File: src/rtl/core/fdlf_pkg.sv
`default_nettype none

package fdlf_pkg;

    localparam int DELAY_W     = 25;
    localparam int GAIN_W      = 16;
    localparam int FRAC_W      = 8;
    localparam int APB_AW      = 3;
    localparam int APB_DW      = 32;
    localparam int OFIFO_DEPTH = 4;
    localparam int OFIFO_AW    = 2;

    typedef logic [DELAY_W-1:0] t_delay;
    typedef logic [GAIN_W-1:0]  t_gain;
    typedef logic [APB_AW-1:0]  t_paddr;
    typedef logic [APB_DW-1:0]  t_pdata;

    localparam logic REG_DELAY = 1'b0;
    localparam logic REG_GAIN  = 1'b1;

    localparam t_delay DELAY_RESET = 25'd256;
    localparam t_gain  GAIN_RESET  = 16'd0;

endpackage

`default_nettype wire

File: src/rtl/core/fdlf_interp.sv
`default_nettype none

module fdlf_interp #(
    parameter int SAMPLE_BITS = 24
) (
    input  logic                          i_clk,
    input  logic                          i_rst_n,
    input  logic                          i_valid,
    input  logic signed [SAMPLE_BITS-1:0] i_a,
    input  logic signed [SAMPLE_BITS-1:0] i_b,
    input  logic [fdlf_pkg::FRAC_W-1:0]   i_frac,
    input  logic signed [SAMPLE_BITS-1:0] i_x,
    input  fdlf_pkg::t_gain               i_gain,
    output logic                          o_valid,
    output logic signed [SAMPLE_BITS-1:0] o_mixed,
    output logic signed [SAMPLE_BITS-1:0] o_send
);
    import fdlf_pkg::*;

    localparam int SB = SAMPLE_BITS;
    localparam logic signed [SB+3:0] MX = {5'b00000, {(SB-1){1'b1}}};
    localparam logic signed [SB+3:0] MN = ~MX;

    logic [FRAC_W:0]          w_wa;
    logic signed [SB+9:0]     r_pa;
    logic signed [SB+9:0]     r_pb;
    logic signed [SB+16:0]    r_pd;
    logic                     r_va;
    logic signed [SB+10:0]    w_sum;
    logic signed [SB-1:0]     w_send;
    logic signed [SB+17:0]    w_dsum;
    logic signed [SB+2:0]     w_dry;
    logic signed [SB+3:0]     w_mix;
    logic signed [SB-1:0]     w_mixed;
    logic                     r_valid;
    logic signed [SB-1:0]     r_mixed;
    logic signed [SB-1:0]     r_send;

    assign w_wa = (FRAC_W+1)'(9'd256) - {1'b0, i_frac};

    always_ff @(posedge i_clk) begin
        r_pa <= i_a * $signed({1'b0, w_wa});
        r_pb <= i_b * $signed({1'b0, i_frac});
        r_pd <= i_x * $signed({1'b0, i_gain});
    end

    always_comb begin
        w_sum  = (SB+11)'(r_pa) + (SB+11)'(r_pb) + (SB+11)'(128);
        w_send = w_sum[SB+7:8];
        w_dsum = (SB+18)'(r_pd) + (SB+18)'(16384);
        w_dry  = w_dsum[SB+17:15];
        w_mix  = (SB+4)'(w_send) + (SB+4)'(w_dry);
        if (w_mix > MX) begin
            w_mixed = MX[SB-1:0];
        end else if (w_mix < MN) begin
            w_mixed = MN[SB-1:0];
        end else begin
            w_mixed = w_mix[SB-1:0];
        end
    end

    always_ff @(posedge i_clk) begin
        r_mixed <= w_mixed;
        r_send  <= w_send;
    end

    always_ff @(posedge i_clk) begin
        if (!i_rst_n) begin
            r_va    <= 1'b0;
            r_valid <= 1'b0;
        end else begin
            r_va    <= i_valid;
            r_valid <= r_va;
        end
    end

    assign o_valid = r_valid;
    assign o_mixed = r_mixed;
    assign o_send  = r_send;

endmodule

`default_nettype wire
File: config.mk
export PLATFORM = sky130hd
export DESIGN_NAME = fdlf_interp
export DESIGN_NICKNAME = d
export VERILOG_FILES = /design/src/rtl/core/fdlf_pkg.sv /design/src/rtl/core/fdlf_interp.sv
export SDC_FILE = /design/constraint.sdc
export NUM_CORES = 2
export LEC_CHECK = 0
export ABC_AREA = 1
export ABC_CLOCK_PERIOD_IN_PS = 9300
export BUFFER_PORTS_ARGS = -buffer_cell sky130_fd_sc_hd__buf_2
export CORE_ASPECT_RATIO = 0.75
export CORE_MARGIN = 4
export CORE_UTILIZATION = 60
export DETAILED_ROUTE_END_ITERATION = 7
export MAX_ROUTING_LAYER = met4
export PLACE_DENSITY = 0.87
export SETUP_SLACK_MARGIN = 0.15
export SYNTH_ARGS = -nofsm -noshare
export SYNTH_HDL_FRONTEND = slang
export SYNTH_SLANG_ARGS = --single-unit
File: constraint.sdc
create_clock -name i_clk -period 9.3 [get_ports i_clk]
set_clock_uncertainty 0.2 [all_clocks]
set_input_delay 0.93 -clock i_clk [delete_from_list [all_inputs] [get_ports i_clk]]
set_output_delay 0.93 -clock i_clk [all_outputs]
set_load 0.05 [all_outputs]
==> run summary <==
Slew Limit Fails -> 0
YS warnings -> 0
initial antenna violation count -> 4
status -> finished, final reports clean
first-pass GRT wire length -> 145000 µm
setup TNS -> 0 ps
Post-CTS Setup Bufs -> 0
final worst path period share -> 78.9%
#FFs+latches synth -> 141
Port Buf Inserts -> 147
die area -> 62000 µm²
Pre-Repair DR Iteration Count -> 6
RSZ-0062 raised after global routing -> false
Setup-failing EPs final -> 0
largest net degree at the start of global routing -> 29
max cap viols -> 0
top post-synthesis cells by area -> fa_1 40%, inv_1 14%, ha_1 11%, nand2_1 11%, dfxtp_1 8.1%
synthesized cell area -> 34800 µm²
Skew-Pair Late Insertion Delay -> 440 ps
setup ws final -> 1960 ps
Cells after Synth -> 4437
aggregate global-route resource usage -> 30.1%
CTS tree -> built
post-CTS sizing -> 0
HPWL after detailed placement -> 71800 µm
CP top delay family -> adder cells
max_slew headroom -> 48.3%
Max FO, Critical Path -> 26
WL per Instance -> 16.5 µm
vias in the first global route -> 29200
net count after synthesis -> 5549
Vias -> 27900
prevailing post-synth register cell -> dfxtp_1
Total Wirelength -> 86800 µm
starting density of the core -> 60.6%
vias per inst -> 5.31
Non-Filler Instances -> 5253
Worst Setup Start Kind -> primary input
Slowest Stage Delay on Critical Path -> 530 ps
Worst path most repeated cell -> inv_1
DRC Markers -> 0
average size of a mapped cell -> 7.85 µm²
fin crit period -> 7340 ps
Final Util -> 63.8%
top-level I/O count -> 148
share of cells above drive strength 1 -> 4.94%
GRT overflow -> 0
row count -> 76
number of enable flip-flop cells after synthesis -> 0
remaining antenna violation count -> 0
Post-CTS Hold Fix Bufs -> 0
drt first-iter violations -> 2520
critical path class -> primary input to register
Worst EP required -> 9470 ps
Min-Delay Path Class -> register to register
Worst-Margin Slew -> 768 ps
crit path buf inv count -> 11
Seq/Total Area, Yosys -> 8.10%
Core ar. -> 57400 µm²
# nets final -> 5570
dpl ws -> 1590 ps
clock root buffer -> clkbuf_16
Num Clock Sinks -> 141
Layout area overhead -> 5.12%
final hold vios -> 0
fmax -> 136 MHz
synth unique cells -> 45
ys async rst share -> 0%
gpl congestion -> 0.970
DIE HEIGHT -> 217 µm
CTS buffer count -> 17
Synth area leader -> fa_1
Setup crit end kind -> register
area share of the largest cell type after synthesis -> 39.9%
Chip Width -> 286 µm
H-tree Lvls -> 4
placed insts -> 5219
Reg clk slew, reported paths -> 70 ps
highest-delay cell along the critical path -> fa_1
Max clock buf depth -> 2
crit path DAT -> 7510 ps
## cell usage after synthesis (all sizes together), types with 5 or more instances
library cell and n:
nand2 1023, o221ai 6, dfxtp 141, xor2 107
clkbuf 144, buf 9, nand4 18, o21ai 62
o21bai 6, fa 695, nor4 5, a31oi 24
ha 318, nor3 27, a21oi 156, nor2 212
a21o 15, a21boi 7, nand3b 5, o21a 7
xnor2 66, inv 1292, nand3 72
## metrics by stage
stage	hold WS (ps)	cell area (µm²)
after global routing	264	36600
after global placement	199	36000
after floorplan	190	34800
after CTS	220	36600
final	216	36600
after detailed placement	205	36000
## layout make-up
type | count | area (µm²)
Antenna cell | 2 | 5.00
Clock buffer | 18 | 439
Clock inverter | 14 | 175
Fill cell | 4763 | 20800
Inverter | 1292 | 4850
Multi-Input combinational cell | 2851 | 26600
Sequential cell | 141 | 2820
Tap cell | 780 | 976
Timing Repair Buffer | 155 | 796
## routing by layer
layer	track usage [%]	wire, µm
met1	42.1	36700
met2	45.3	38300
met3	5.34	9030
met4	8.87	2850
met5	-	0
## cell families (layout without fill, tap and decap cells)
logic type / count (synthesis) / after routing / synth area share (%)
AND/OR/NAND/NOR: 1369 / 1369 / 15.6
AO/OA/AOI/OAI: 296 / 296 / 4.78
buffers and inverters: 1445 / 1479 / 15.7
other: 0 / 2 / 0
flip-flops: 141 / 141 / 8.10
adder cells (fa/ha/maj): 1013 / 1013 / 51.4
XOR/XNOR: 173 / 173 / 4.43
## layout by cell type (no fill, tap or decap), types with 4 or more instances in the layout
master,Yosys,layout
nand4_1,18,18
o221ai_1,6,6
o21ai_0,61,61
a21o_1,15,15
inv_1,1290,1290
inv_8,0,5
a21boi_0,7,7
clkbuf_16,0,17
nand3_1,69,69
fa_1,695,695
o21a_1,7,7
nand2_2,17,17
xor2_1,105,104
o21bai_1,6,6
a211oi_1,4,4
a21oi_1,156,156
xnor2_1,66,66
buf_4,0,8
buf_2,0,147
nand3b_1,5,5
ha_1,318,318
nand2_1,1005,1005
dfxtp_1,141,141
nor4_1,5,5
a31oi_1,24,24
nor3_1,26,26
nor2_1,210,210
## worst paths after layout
kind | from | to | slack (ps) | cells after the start
worst min-delay path | r_va | o_valid | 220 | 2
worst max-delay path | i_frac[1] | r_pa[27] | 1960 | 30
worst min register to register | r_va | o_valid | 220 | 2
worst max register to register | r_pa[7] | o_mixed[18] | 3760 | 26
## sequential cells by signal, indices dropped and copies added (netlist names)
register / count
r_pb: 32
o_send: 24
o_valid: 1
o_mixed: 24
r_pa: 32
r_va: 1
r_pd: 27
## worst reg2reg max path, stage by stage, from the launching register on
cell	delay [ps]
dfxtp_1	300
inv_1	150
ha_1	180
inv_1	40
ha_1	350
a21oi_1	210
nor2_1	60
nor2_1	80
nand2_1	80
nand2_1	110
nand3_1	110
nand3_1	90
nand2_1	120
nand2_1	90
nand2_1	70
a21oi_1	280
o31ai_1	140
xnor2_1	540
ha_1	460
a21oi_1	230
nor3_1	60
a2111oi_0	500
nand3_1	130
nand2_1	140
nand4_1	110
nand2_2	380
nand2_1	190
Power is left out: the tool's default activity adds up to more than one toggle a clock period on the data nets, which glitch-free logic cannot reach.
