`src/rtl/core/fdlf_pkg.sv`:
```
`default_nettype none

package fdlf_pkg;

    localparam int DELAY_W     = 25;
    localparam int GAIN_W      = 16;
    localparam int FRAC_W      = 8;
    localparam int APB_AW      = 3;
    localparam int APB_DW      = 32;
    localparam int OFIFO_DEPTH = 4;
    localparam int OFIFO_AW    = 2;

    typedef logic [DELAY_W-1:0] t_delay;
    typedef logic [GAIN_W-1:0]  t_gain;
    typedef logic [APB_AW-1:0]  t_paddr;
    typedef logic [APB_DW-1:0]  t_pdata;

    localparam logic REG_DELAY = 1'b0;
    localparam logic REG_GAIN  = 1'b1;

    localparam t_delay DELAY_RESET = 25'd256;
    localparam t_gain  GAIN_RESET  = 16'd0;

endpackage

`default_nettype wire

```
`src/rtl/core/fdlf_delay_mod.sv`:
```
`default_nettype none

module fdlf_delay_mod #(
    parameter int BUFFER_DEPTH = 65536
) (
    input  logic                                         i_clk,
    input  logic                                         i_rst_n,
    input  logic                                         i_start,
    input  fdlf_pkg::t_delay                             i_delay,
    output logic                                         o_busy,
    output logic [$clog2(BUFFER_DEPTH)+fdlf_pkg::FRAC_W-1:0] o_dmod
);
    import fdlf_pkg::*;

    localparam int AW = $clog2(BUFFER_DEPTH);
    localparam int PW = AW + FRAC_W;
    localparam int QW = DELAY_W - FRAC_W;
    localparam int MW = DELAY_W + QW;
    localparam int RW = DELAY_W + PW + 1;
    localparam int NW = QW + AW + 1;
    localparam longint SPAN_L = longint'(BUFFER_DEPTH) << FRAC_W;
    localparam logic [RW-1:0] SPAN_E  = RW'(SPAN_L);
    localparam logic [QW-1:0] RECIP   = QW'((longint'(1) << DELAY_W) / SPAN_L);
    localparam logic [NW-1:0] DEPTH_N = NW'(BUFFER_DEPTH);

    localparam logic [1:0] STEP_QUOT = 2'd0;
    localparam logic [1:0] STEP_REM  = 2'd1;
    localparam logic [1:0] STEP_FIX  = 2'd2;

    logic          r_busy;
    logic [1:0]    r_step;
    t_delay        r_d;
    logic [QW-1:0] r_q;
    logic [RW-1:0] r_rem;
    logic [MW-1:0] w_prod;
    logic [NW-1:0] w_qd;

    // The reciprocal underestimates the quotient by at most one, so one
    // compare and subtract finishes the reduction.
    assign w_prod = MW'(r_d) * MW'(RECIP);
    assign w_qd   = NW'(r_q) * DEPTH_N;

    always_ff @(posedge i_clk) begin
        if (!i_rst_n) begin
            r_busy <= 1'b0;
            r_step <= STEP_QUOT;
            r_rem  <= RW'(DELAY_RESET);
        end else if (i_start) begin
            r_busy <= 1'b1;
            r_step <= STEP_QUOT;
            r_d    <= i_delay;
        end else if (r_busy) begin
            case (r_step)
                STEP_QUOT: begin
                    r_q    <= w_prod[MW-1:DELAY_W];
                    r_step <= STEP_REM;
                end
                STEP_REM: begin
                    r_rem  <= RW'(r_d) - (RW'(w_qd) << FRAC_W);
                    r_step <= STEP_FIX;
                end
                default: begin
                    if (r_rem >= SPAN_E) begin
                        r_rem <= r_rem - SPAN_E;
                    end
                    r_busy <= 1'b0;
                end
            endcase
        end
    end

    assign o_busy = r_busy;
    assign o_dmod = r_rem[PW-1:0];

endmodule

`default_nettype wire

```
`config.mk`:
```
export PLATFORM = sky130hd
export DESIGN_NAME = fdlf_delay_mod
export DESIGN_NICKNAME = d
export VERILOG_FILES = /design/src/rtl/core/fdlf_pkg.sv /design/src/rtl/core/fdlf_delay_mod.sv
export SDC_FILE = /design/constraint.sdc
export NUM_CORES = 1
export LEC_CHECK = 0
export BUFFER_PORTS_ARGS = -buffer_cell sky130_fd_sc_hd__buf_2
export CAP_MARGIN = 20
export CORE_MARGIN = 3
export CORE_UTILIZATION = 47
export CTS_BUF_LIST = sky130_fd_sc_hd__clkbuf_8
export DETAILED_ROUTE_END_ITERATION = 12
export GPL_TIMING_DRIVEN = 0
export PLACE_DENSITY = 0.73
export SETUP_SLACK_MARGIN = 0.5
export SYNTH_ARGS = -nofsm -noshare
export SYNTH_HDL_FRONTEND = slang
export SYNTH_SLANG_ARGS = --single-unit
```
`constraint.sdc`:
```
create_clock -name i_clk -period 2.4 [get_ports i_clk]
set_input_delay 0.24 -clock i_clk [delete_from_list [all_inputs] [get_ports i_clk]]
set_output_delay 0.24 -clock i_clk [all_outputs]
set_load 0.03 [all_outputs]
```
==> results of run 1 <==
-- path summary, 6_finish.rpt --
| kind | from | end | slack (ns) | cells after the start |
|---|---|---|---|---|
| worst min-delay path | i_delay[22] | r_d[22]$_DFFE_PP_ | 0.12 | 1 |
| worst min register to register | r_rem[7]$_SDFFE_PN0P_ | r_rem[7]$_SDFFE_PN0P_ | 0.46 | 2 |
| worst max-delay path | r_step[1]$_SDFFE_PN0P_ | r_rem[20]$_SDFFE_PN0P_ | 0.70 | 7 |
| worst max register to register | r_step[1]$_SDFFE_PN0P_ | r_rem[20]$_SDFFE_PN0P_ | 0.70 | 7 |
-- state kept, by name, summed over array words and instances (netlist names) --
signal  flops
r_d        24
o_busy      1
r_step      2
r_rem      24
-- metrics by stage --
stage | power (uW) | instances | cell area, um^2 | hold WS (ns)
global placement | 1050 | 275 | 2200 | 0.417
finish | 1470 | 283 | 2280 | 0.119
CTS | 1490 | 283 | 2280 | 0.111
floorplan | 1020 | 176 | 1880 | 0.339
global route | 1540 | 283 | 2280 | 0.106
detailed placement | 1050 | 275 | 2200 | 0.418
-- report_power, final --
group	leakage [uW]	total [uW]	switching, uW	internal, uW
Clock	0.0000505	441	245	196
Sequential	0.000443	956	10.5	946
Combinational	0.000468	76.0	42.9	33.2
-- cell usage in the layout (no fill, tap or decap), drive strengths merged --
cell / synthesis / layout
buf: 25 / 76
nand2: 48 / 48
dfxtp: 27 / 27
a21oi: 24 / 24
edfxtp: 24 / 24
clkbuf: 14 / 19
nor2: 4 / 4
inv: 1 / 3
nand2b: 2 / 2
nor2b: 2 / 2
and2: 1 / 1
nor3b: 1 / 1
nand3b: 1 / 1
xnor2: 1 / 1
nand3: 1 / 1
clkinv: 0 / 1
-- critical path: cells and delay by family, from the launching register on --
family | cells | cell delay (ns)
AO/OA/AOI/OAI | 1 | 0.15
buffers and inverters | 3 | 0.74
flip-flops | 1 | 0.33
AND/OR/NAND/NOR | 3 | 0.41
-- routing by layer --
metal	track usage, %	share of wire (%)
met1	15.3	42
met2	22.0	52
met3	3.77	4.6
met4	5.86	1.8
met5	0	0
-- cells by family (layout without fill, tap and decap cells) --
logic type,after synthesis,count (layout),synth area share [%]
AND/OR/NAND/NOR,60,60,13.4
XOR/XNOR,1,1,0.466
buffers and inverters,40,99,12.8
AO/OA/AOI/OAI,24,24,6.38
flip-flops,51,51,67.0
-- area by class of cell --
type	count	area [um^2]	area share, %
multi-input combinational	85	380	16.7
timing repair buffer	51	255	11.2
sequential	51	1260	55.4
clock buffer	5	68.8	3.02
buffer	39	236	10.4
inverter	1	3.75	0.165
tap	48	60.1	2.64
clock inverter	3	12.5	0.549
==> flow_summary.toml, run 1 <==
[run_status]
status = "finished, final reports clean"

[synth]
netlist_top_cells_area = "edfxtp_1 38%, dfxtp_1 29%, buf_4 9.6%, nand2_1 9.6%, a21oi_1 6.4%"
yosysWarnings = 0
yosysTopAreaCellShare_pct = 38.3
syn_nets = 204
synth_edf_count = 24
synth_top_flop_cell = "dfxtp_1"
synth_common_cells = "48 x nand2_1, 27 x dfxtp_1, 24 x a21oi_1, 24 x buf_4, 24 x edfxtp_1"
synth_most_common_cell = "nand2_1"
synthCells = 176
ys_ff_latch = 51
async_flop_share_pct = 0
avgSynthCellArea_um2 = 10.7
synth_cell_type_count = 16
synth_top_area_cell = "edfxtp_1"
syn_area_um2 = 1880
seq_area_frac_synth_pct = 67.0

[floorplanning]
core.rowCount = 22
io_pins = 53
die_y_um = 69.3
start_util_pct = 49.9
die_w_um = 69.3
dieArea_um2 = 4800
coreArea_um2 = 3770

[critical_path]
crit_fanout = 10
worstPathArrival_ns = 1.92
path_cells = "nand2b_1 -> clkbuf_1 -> nor3b_2 -> clkbuf_1 -> clkbuf_1 -> nand2_1 -> a21oi_1"
critPathCaptureType = "register"
cp_slowest_cell = "clkbuf_1"
critPathLaunchType = "register"
crit_top_cell = "clkbuf_1"
slowest_delay_ns = 0.40
worstSetupPathType = "register to register"
required_ns = 2.62

[timing]
setup_viol = 0
rsz0062_at_grt = "no"
period_share_pct = 70.7
fin_ws_ns = 0.702
max_freq_ghz = 0.589
min_period_ns = 1.70
slew_headroom_pct = 30.9
fin_worst_skew_ns = 0.00390
worst_pin_slew_ns = 1.04
hold_viol = 0
drv_slew = 0
setup-tns-final_ns = 0

[cts]
htree_num_levels = 2
cts_hold_buf = 0
clockBufferDepth = 2
root_buffer = "clkbuf_8"
cts.sinks = 51
cts-buffers-inserted = 5
clk_pin_slew_ns = 0.08
cts_resized = 0
post_cts_buffers = 0
clk_latency_ns = 0.29
cts_tree = "done"

[layout]
finish.utilization_pct = 60.4
nets = 262
antenna_cells = 0
drive_above_1_share_pct = 34.9
fillers = 327
syn_to_final_growth_pct = 21.1

[global_route]
grt_max_degree = 25
gr-usage-all-layers_pct = 13.0
grt_pass1_wl_mm = 4.90
globalRouteOverflowTotal = 0
antenna_found_initial = 0
first_global_vias = 1144

[power_and_ir_drop]
p_per_area_nw_per_um2 = 647
vdd_ir_drop_max_uv = 423
leakage_uw = 0.000962

[route]
drt-initial-drc-count = 47
first_pass_iters = 4
vias = 1253
wl_per_cell_um = 10.6
wirelength_mm = 3.00
route.detailed.drc = 0
vias_per_cell = 4.43
final_antenna_net_count = 0

[placed_design]
gp_congestion = 0.693
pre_cts_ws_ns = 0.633
portBuffers = 51
place_hpwl_mm = 2.15

[job]
drv_cap = 0

[hold_path]
hold_path_class = "input port to register"
Power figures use the tool's default switching activity.
==> run 2: changes to the inputs <==
==> constraint.sdc (replaced) <==
create_clock -name i_clk -period 1.7 [get_ports i_clk]
set_input_delay 0.17 -clock i_clk [delete_from_list [all_inputs] [get_ports i_clk]]
set_output_delay 0.17 -clock i_clk [all_outputs]
set_load 0.03 [all_outputs]
==> run 2 against run 1 <==
Net effect:
- maximum frequency grew 33%
- non-clock buffer count grew 5
- first-iteration DRC count grew 2.1%
- global-route usage grew 0.96 points
- total power grew 45%
- core utilization grew 5.8 points
- sequential share of layout area shrank 4.7 points
==> flow_summary.toml, run 2 (synthesized netlist as in run 1, its figures left out) <==
[layout]
syn_to_final_growth_pct = 32.6
nets = 267
top_regs = "r_d (24), r_rem (24), r_step (2)"
regArea_um2 = 1260
fin_cells = 288
drive_above_1_share_pct = 49.6
layout_common_cells = "51 x buf_2, 39 x nand2_1, 27 x buf_4"
finish.utilization_pct = 66.2
antenna_cells = 0
layout_commonest_cell = "buf_2"
fillers = 315
multi_input_area_um2 = 482

[global_route]
globalRouteOverflowTotal = 0
grt_max_degree = 25
grt_pass1_wl_mm = 5.14
antenna_found_initial = 0
gr-usage-all-layers_pct = 14.0
first_global_vias = 1201

[route]
vias_per_cell = 4.56
route.detailed.drc = 0
vias = 1312
wl_per_cell_um = 11.6
first_pass_iters = 4
wirelength_mm = 3.35
drt-initial-drc-count = 48
final_antenna_net_count = 0

[critical_path]
worstSetupPathType = "register to register"
critPathCaptureType = "register"
crit_fanout = 5
critPathLaunchType = "register"
worstPathArrival_ns = 1.51
required_ns = 1.94

[power_and_ir_drop]
p_sw_share_pct = 21.6
vdd_ir_drop_max_uv = 746
p_int_uw = 1670
combPwrFrac_pct = 5.7
power_uw = 2130
p_per_area_nw_per_um2 = 854
pwr-share-clk_pct = 30.6
switchingPower_uw = 460
p_seq_share_pct = 63.6
leakage_uw = 0.00107

[placed_design]
gp_congestion = 0.740
portBuffers = 51
place_hpwl_mm = 2.17
dp.cells = 275

[floorplanning]
die_y_um = 69.3
coreArea_um2 = 3770
dieArea_um2 = 4800
die_w_um = 69.3
core.rowCount = 22
io_pins = 53
start_util_pct = 49.9

[cts]
cts-buffers-inserted = 5
clockBufferDepth = 2
root_buffer = "clkbuf_8"
cts.sinks = 51
cts_hold_buf = 0
htree_num_levels = 2
clk_latency_ns = 0.30
clk_pin_slew_ns = 0.09
cts_tree = "done"

[timing]
min_period_ns = 1.27
fin_worst_skew_ns = 0.00674
drv_slew = 0
period_share_pct = 75.0
hold_ws_ns = 0.0357
rsz0062_at_grt = "yes"
max_freq_ghz = 0.785
slew_headroom_pct = 57.7
worst_pin_slew_ns = 0.634
setup_viol = 0
setup-tns-final_ns = 0
hold_viol = 0

[job]
drv_cap = 0

[hold_path]
hold_path_class = "input port to register"

[run_status]
status = "finished, final reports clean"
-- run 2: changes by cell type in the layout (fill, tap and decap cells not counted), moves of 4 or more --
cell and change:
clkbuf_1 -5, nand2_1 -9, nand2_2 +4, nand2_4 +5, a21oi_1 -12, a21oi_2 +12
-- run 2: final cells by class --
class	count	share of cell area, %
flip-flops and latches	51	50.7
repair buffers	56	12.3
clock inverters	3	0.652
inverters	1	0.150
multi-input cells	85	19.3
well taps	48	2.41
clock buffers	5	2.76
plain buffers	39	11.7
-- run 2: worst max-delay path, stage by stage, from the launching register on --
cell and delay, ns:
dfxtp_2 0.32, nand2b_4 0.12, clkbuf_1 0.09, nor3b_2 0.16, clkbuf_8 0.19, clkbuf_16 0.16
nand2_2 0.06, a21oi_2 0.10
-- run 2: final timing paths --
path                                 end  slack, ns  cells after the start              startpoint
hold reg to reg    r_rem[9]$_SDFFE_PN0P_       0.46                      2   r_rem[9]$_SDFFE_PN0P_
hold / removal         r_d[17]$_DFFE_PP_       0.04                      1             i_delay[17]
setup / recovery  r_rem[20]$_SDFFE_PN0P_       0.43                      7  r_step[1]$_SDFFE_PN0P_
setup reg to reg  r_rem[20]$_SDFFE_PN0P_       0.43                      7  r_step[1]$_SDFFE_PN0P_
-- run 2: through the flow --
step | instance area [um^2] | setup WS, ns
finish | 2500 | 0.425
global route | 2500 | 0.348
CTS | 2440 | 0.411
detailed placement | 2220 | 0.274
global placement | 2220 | 0.337
floorplan | 1910 | 0.503
-- run 2: timing repair --
item / 4_1_cts / 5_1_grt
pin swaps: 11 / 11
buffers inserted: 3 / 0
endpoints found under the hold margin: 0 / 0
cloned: 2 / 0
setup endpoints to repair: 20 / 24
resized for setup: 25 / 18
-- run 2: routing by layer --
metal | GRT usage [%] | up-vias | wire (um)
met5 | 0 | - | 0
met4 | 4.56 | 0 | 43
met3 | 5.94 | 7 | 211
met2 | 24.2 | 38 | 1690
met1 | 15.5 | 600 | 1400
li1 | - | 667 | -
-- run 2: power by group through the flow --
stage | registers, uW | logic [uW] | clock network (uW)
2_1_floorplan | 1380 | 59.8 | 0
6_report | 1360 | 122 | 654
3_3_place_gp | 1380 | 109 | 0
3_5_place_dp | 1380 | 111 | 0
4_1_cts | 1350 | 119 | 674
5_1_grt | 1360 | 134 | 725
==> run 3: changes to the inputs <==
==> constraint.sdc (replaced) <==
create_clock -name i_clk -period 1.2 [get_ports i_clk]
set_input_delay 0.12 -clock i_clk [delete_from_list [all_inputs] [get_ports i_clk]]
set_output_delay 0.12 -clock i_clk [all_outputs]
set_load 0.03 [all_outputs]
==> run 3 against run 2 <==
Net effect:
- the run now ends with negative setup slack left
- first-iteration DRC count decreased by 6.3%
- wire length increased by 24%
- via count increased by 7.2%
- count of clock-buffer cells in the layout unchanged
- cell count increased by 6.9%
- setup slack got worse by 0.59 ns
- non-clock buffer count increased by 20
- design area increased by 20%
- maximum frequency decreased by 6.3%
- core utilization increased by 13 points
==> flow_summary.toml, run 3 (synthesized netlist as in run 1, its figures left out) <==
[hold_path]
holdPathEnd = "r_d[5]$_DFFE_PP_"
whs_path_depth = 1
min_from = "i_delay[5]"
hold_path_class = "input port to register"

[cts]
clockBufferDepth = 2
cts_tree = "done"
cts-buffers-inserted = 5
cts_hold_buf = 20
clk_latency_ns = 0.30
clk_pin_slew_ns = 0.09
cts.sinks = 51
htree_num_levels = 2
root_buffer = "clkbuf_8"

[power_and_ir_drop]
p_int_uw = 2440
p_sw_share_pct = 21.5
switchingPower_uw = 666
combPwrFrac_pct = 8.4
p_per_area_nw_per_um2 = 1040
p_seq_share_pct = 62.0
leakage_uw = 0.00131
pwr-share-clk_pct = 29.7
vdd_ir_drop_max_uv = 1080

[floorplanning]
die_y_um = 69.3
dieArea_um2 = 4800
die_w_um = 69.3
start_util_pct = 49.9
io_pins = 53
coreArea_um2 = 3770
core.rowCount = 22

[route]
drt-initial-drc-count = 45
final_antenna_net_count = 0
vias_per_cell = 4.56
drt-met1-wl_mm = 1.53
wl_met3_um = 167
first_pass_iters = 4
route.detailed.drc = 0
dr_wl_met2_mm = 2.40
vias = 1406
route.top_layer_used = "met4"
wirelength_mm = 4.16
wl_per_cell_um = 13.5

[critical_path]
crit_top_cell = "clkbuf_8"
worstPathArrival_ns = 1.58
required_ns = 1.42
critPathLaunchType = "register"
path_cells = "nand2b_4 -> clkbuf_1 -> nor3b_2 -> clkbuf_8 -> clkbuf_8 -> nand2_1 -> a21oi_1"
slowest_delay_ns = 0.34
timing.rr.end = "r_rem[23]$_SDFFE_PN0P_"
rrSetupSlack_ns = -0.16
critPathBufInv = 3
worstSetupPathType = "register to register"
crit_fanout = 5
worst-r2r-cell-count = 7
r2r-start = "r_step[1]$_SDFFE_PN0P_"
cp_top_family = "buffers and inverters"
cp_slowest_cell = "dfxtp_2"
critPathCaptureType = "register"

[layout]
syn_to_final_growth_pct = 58.6
layout_common_cells = "48 x buf_6, 42 x nand2_1, 25 x buf_2"
antenna_cells = 0
fillers = 233
drive_above_1_share_pct = 52.7
postLayoutCellArea_um2 = 2990
nets = 287
top_regs = "r_d (24), r_rem (24), r_step (2)"
layout_commonest_cell = "buf_6"

[job]
drv_cap = 0

[global_route]
antenna_found_initial = 0
first_global_vias = 1392
globalRouteOverflowTotal = 0
gr-usage-all-layers_pct = 16.9
grt_pass1_wl_mm = 6.35
grt_max_degree = 25

[placed_design]
detailed_place.area_um2 = 2220
place_hpwl_mm = 2.09
gp_congestion = 0.703
portBuffers = 51
pre_cts_ws_ns = -0.201

[timing]
rsz0062_at_grt = "yes"
fin_worst_skew_ns = 0.00791
hold_viol = 0
hold_ws_ns = 0.00623
worst_pin_slew_ns = 0.549
min_period_ns = 1.36
setup_viol = 24
drv_slew = 0
fin_ws_ns = -0.160
max_freq_ghz = 0.736
setup-tns-final_ns = -2.21
slew_headroom_pct = 63.4
period_share_pct = 113

[run_status]
status = "finished with violations"
violations = "negative setup slack"
[run 3: cell count changes in the layout (fill, tap and decap cells not counted), sizes merged]
cell,change
inv,+1
clkbuf,+2
dlymetal6s4s,+13
clkinvlp,-1
buf,-2
dlygate4sd3,+7
[run 3: final cells by class]
| cell class | instances | area [um^2] | share of cell area (%) |
|---|---|---|---|
| multi-input cells | 85 | 454 | 15.2 |
| plain buffers | 39 | 387 | 13.0 |
| well taps | 48 | 60.1 | 2.01 |
| flip-flops and latches | 51 | 1300 | 43.5 |
| repair buffers | 76 | 701 | 23.5 |
| inverters | 1 | 3.75 | 0.126 |
| clock inverters | 3 | 12.5 | 0.419 |
| clock buffers | 5 | 68.8 | 2.31 |
[run 3: worst register-to-register path: cells and delay by family, from the launching register on]
kind / cells / cell delay [ns]
AOI/OAI and AO/OA: 1 / 0.15
DFF: 1 / 0.34
buffers and inverters: 3 / 0.43
and+or+nand+nor: 3 / 0.37
[run 3: per-stage QoR]
step	instances	utilization, %	power [uW]
floorplan	176	-	2040
global placement	275	59.0	2110
detailed placement	275	59.0	2110
CTS	307	76.9	3090
global route	308	79.2	3200
finish	308	79.2	3100
[run 3: repair_timing]
| action | CTS | global route |
|---|---|---|
| pin swaps | 7 | 4 |
| hold endpoints to repair | 24 | 1 |
| resized for setup | 117 | 28 |
| setup endpoints to repair | 75 | 89 |
| setup buffers | 2 | 1 |
| gates cloned | 2 | 0 |
[run 3: worst max-delay path by stage]
stage | start | endpoint | slack (ns) | cells past startpoint
6_report | r_step[1]$_SDFFE_PN0P_ | r_rem[23]$_SDFFE_PN0P_ | -0.16 | 7
5_1_grt | r_step[0]$_SDFFE_PN0P_ | r_rem[23]$_SDFFE_PN0P_ | -0.21 | 6
4_1_cts | r_step[1]$_SDFFE_PN0P_ | r_rem[7]$_SDFFE_PN0P_ | -0.11 | 7
3_5_place_dp | r_step[0]$_SDFFE_PN0P_ | r_rem[7]$_SDFFE_PN0P_ | -0.20 | 6
3_3_place_gp | r_step[0]$_SDFFE_PN0P_ | r_rem[13]$_SDFFE_PN0P_ | -0.17 | 6
2_1_floorplan | r_step[1]$_SDFFE_PN0P_ | r_rem[15]$_SDFFE_PN0P_ | 0.006 | 7
[run 3: routing by layer]
layer	track usage (%)	vias to the layer above
met4	4.56	0
li1	-	710
met2	31.9	31
met1	18.1	659
met5	0	-
met3	5.07	6
[run 3: power by group through the flow]
stage	logic, uW	clock network (uW)	registers [uW]
finish	259	920	1920
floorplan	85.8	0	1950
CTS	239	931	1920
global placement	156	0	1950
global route	279	990	1930
detailed placement	158	0	1950
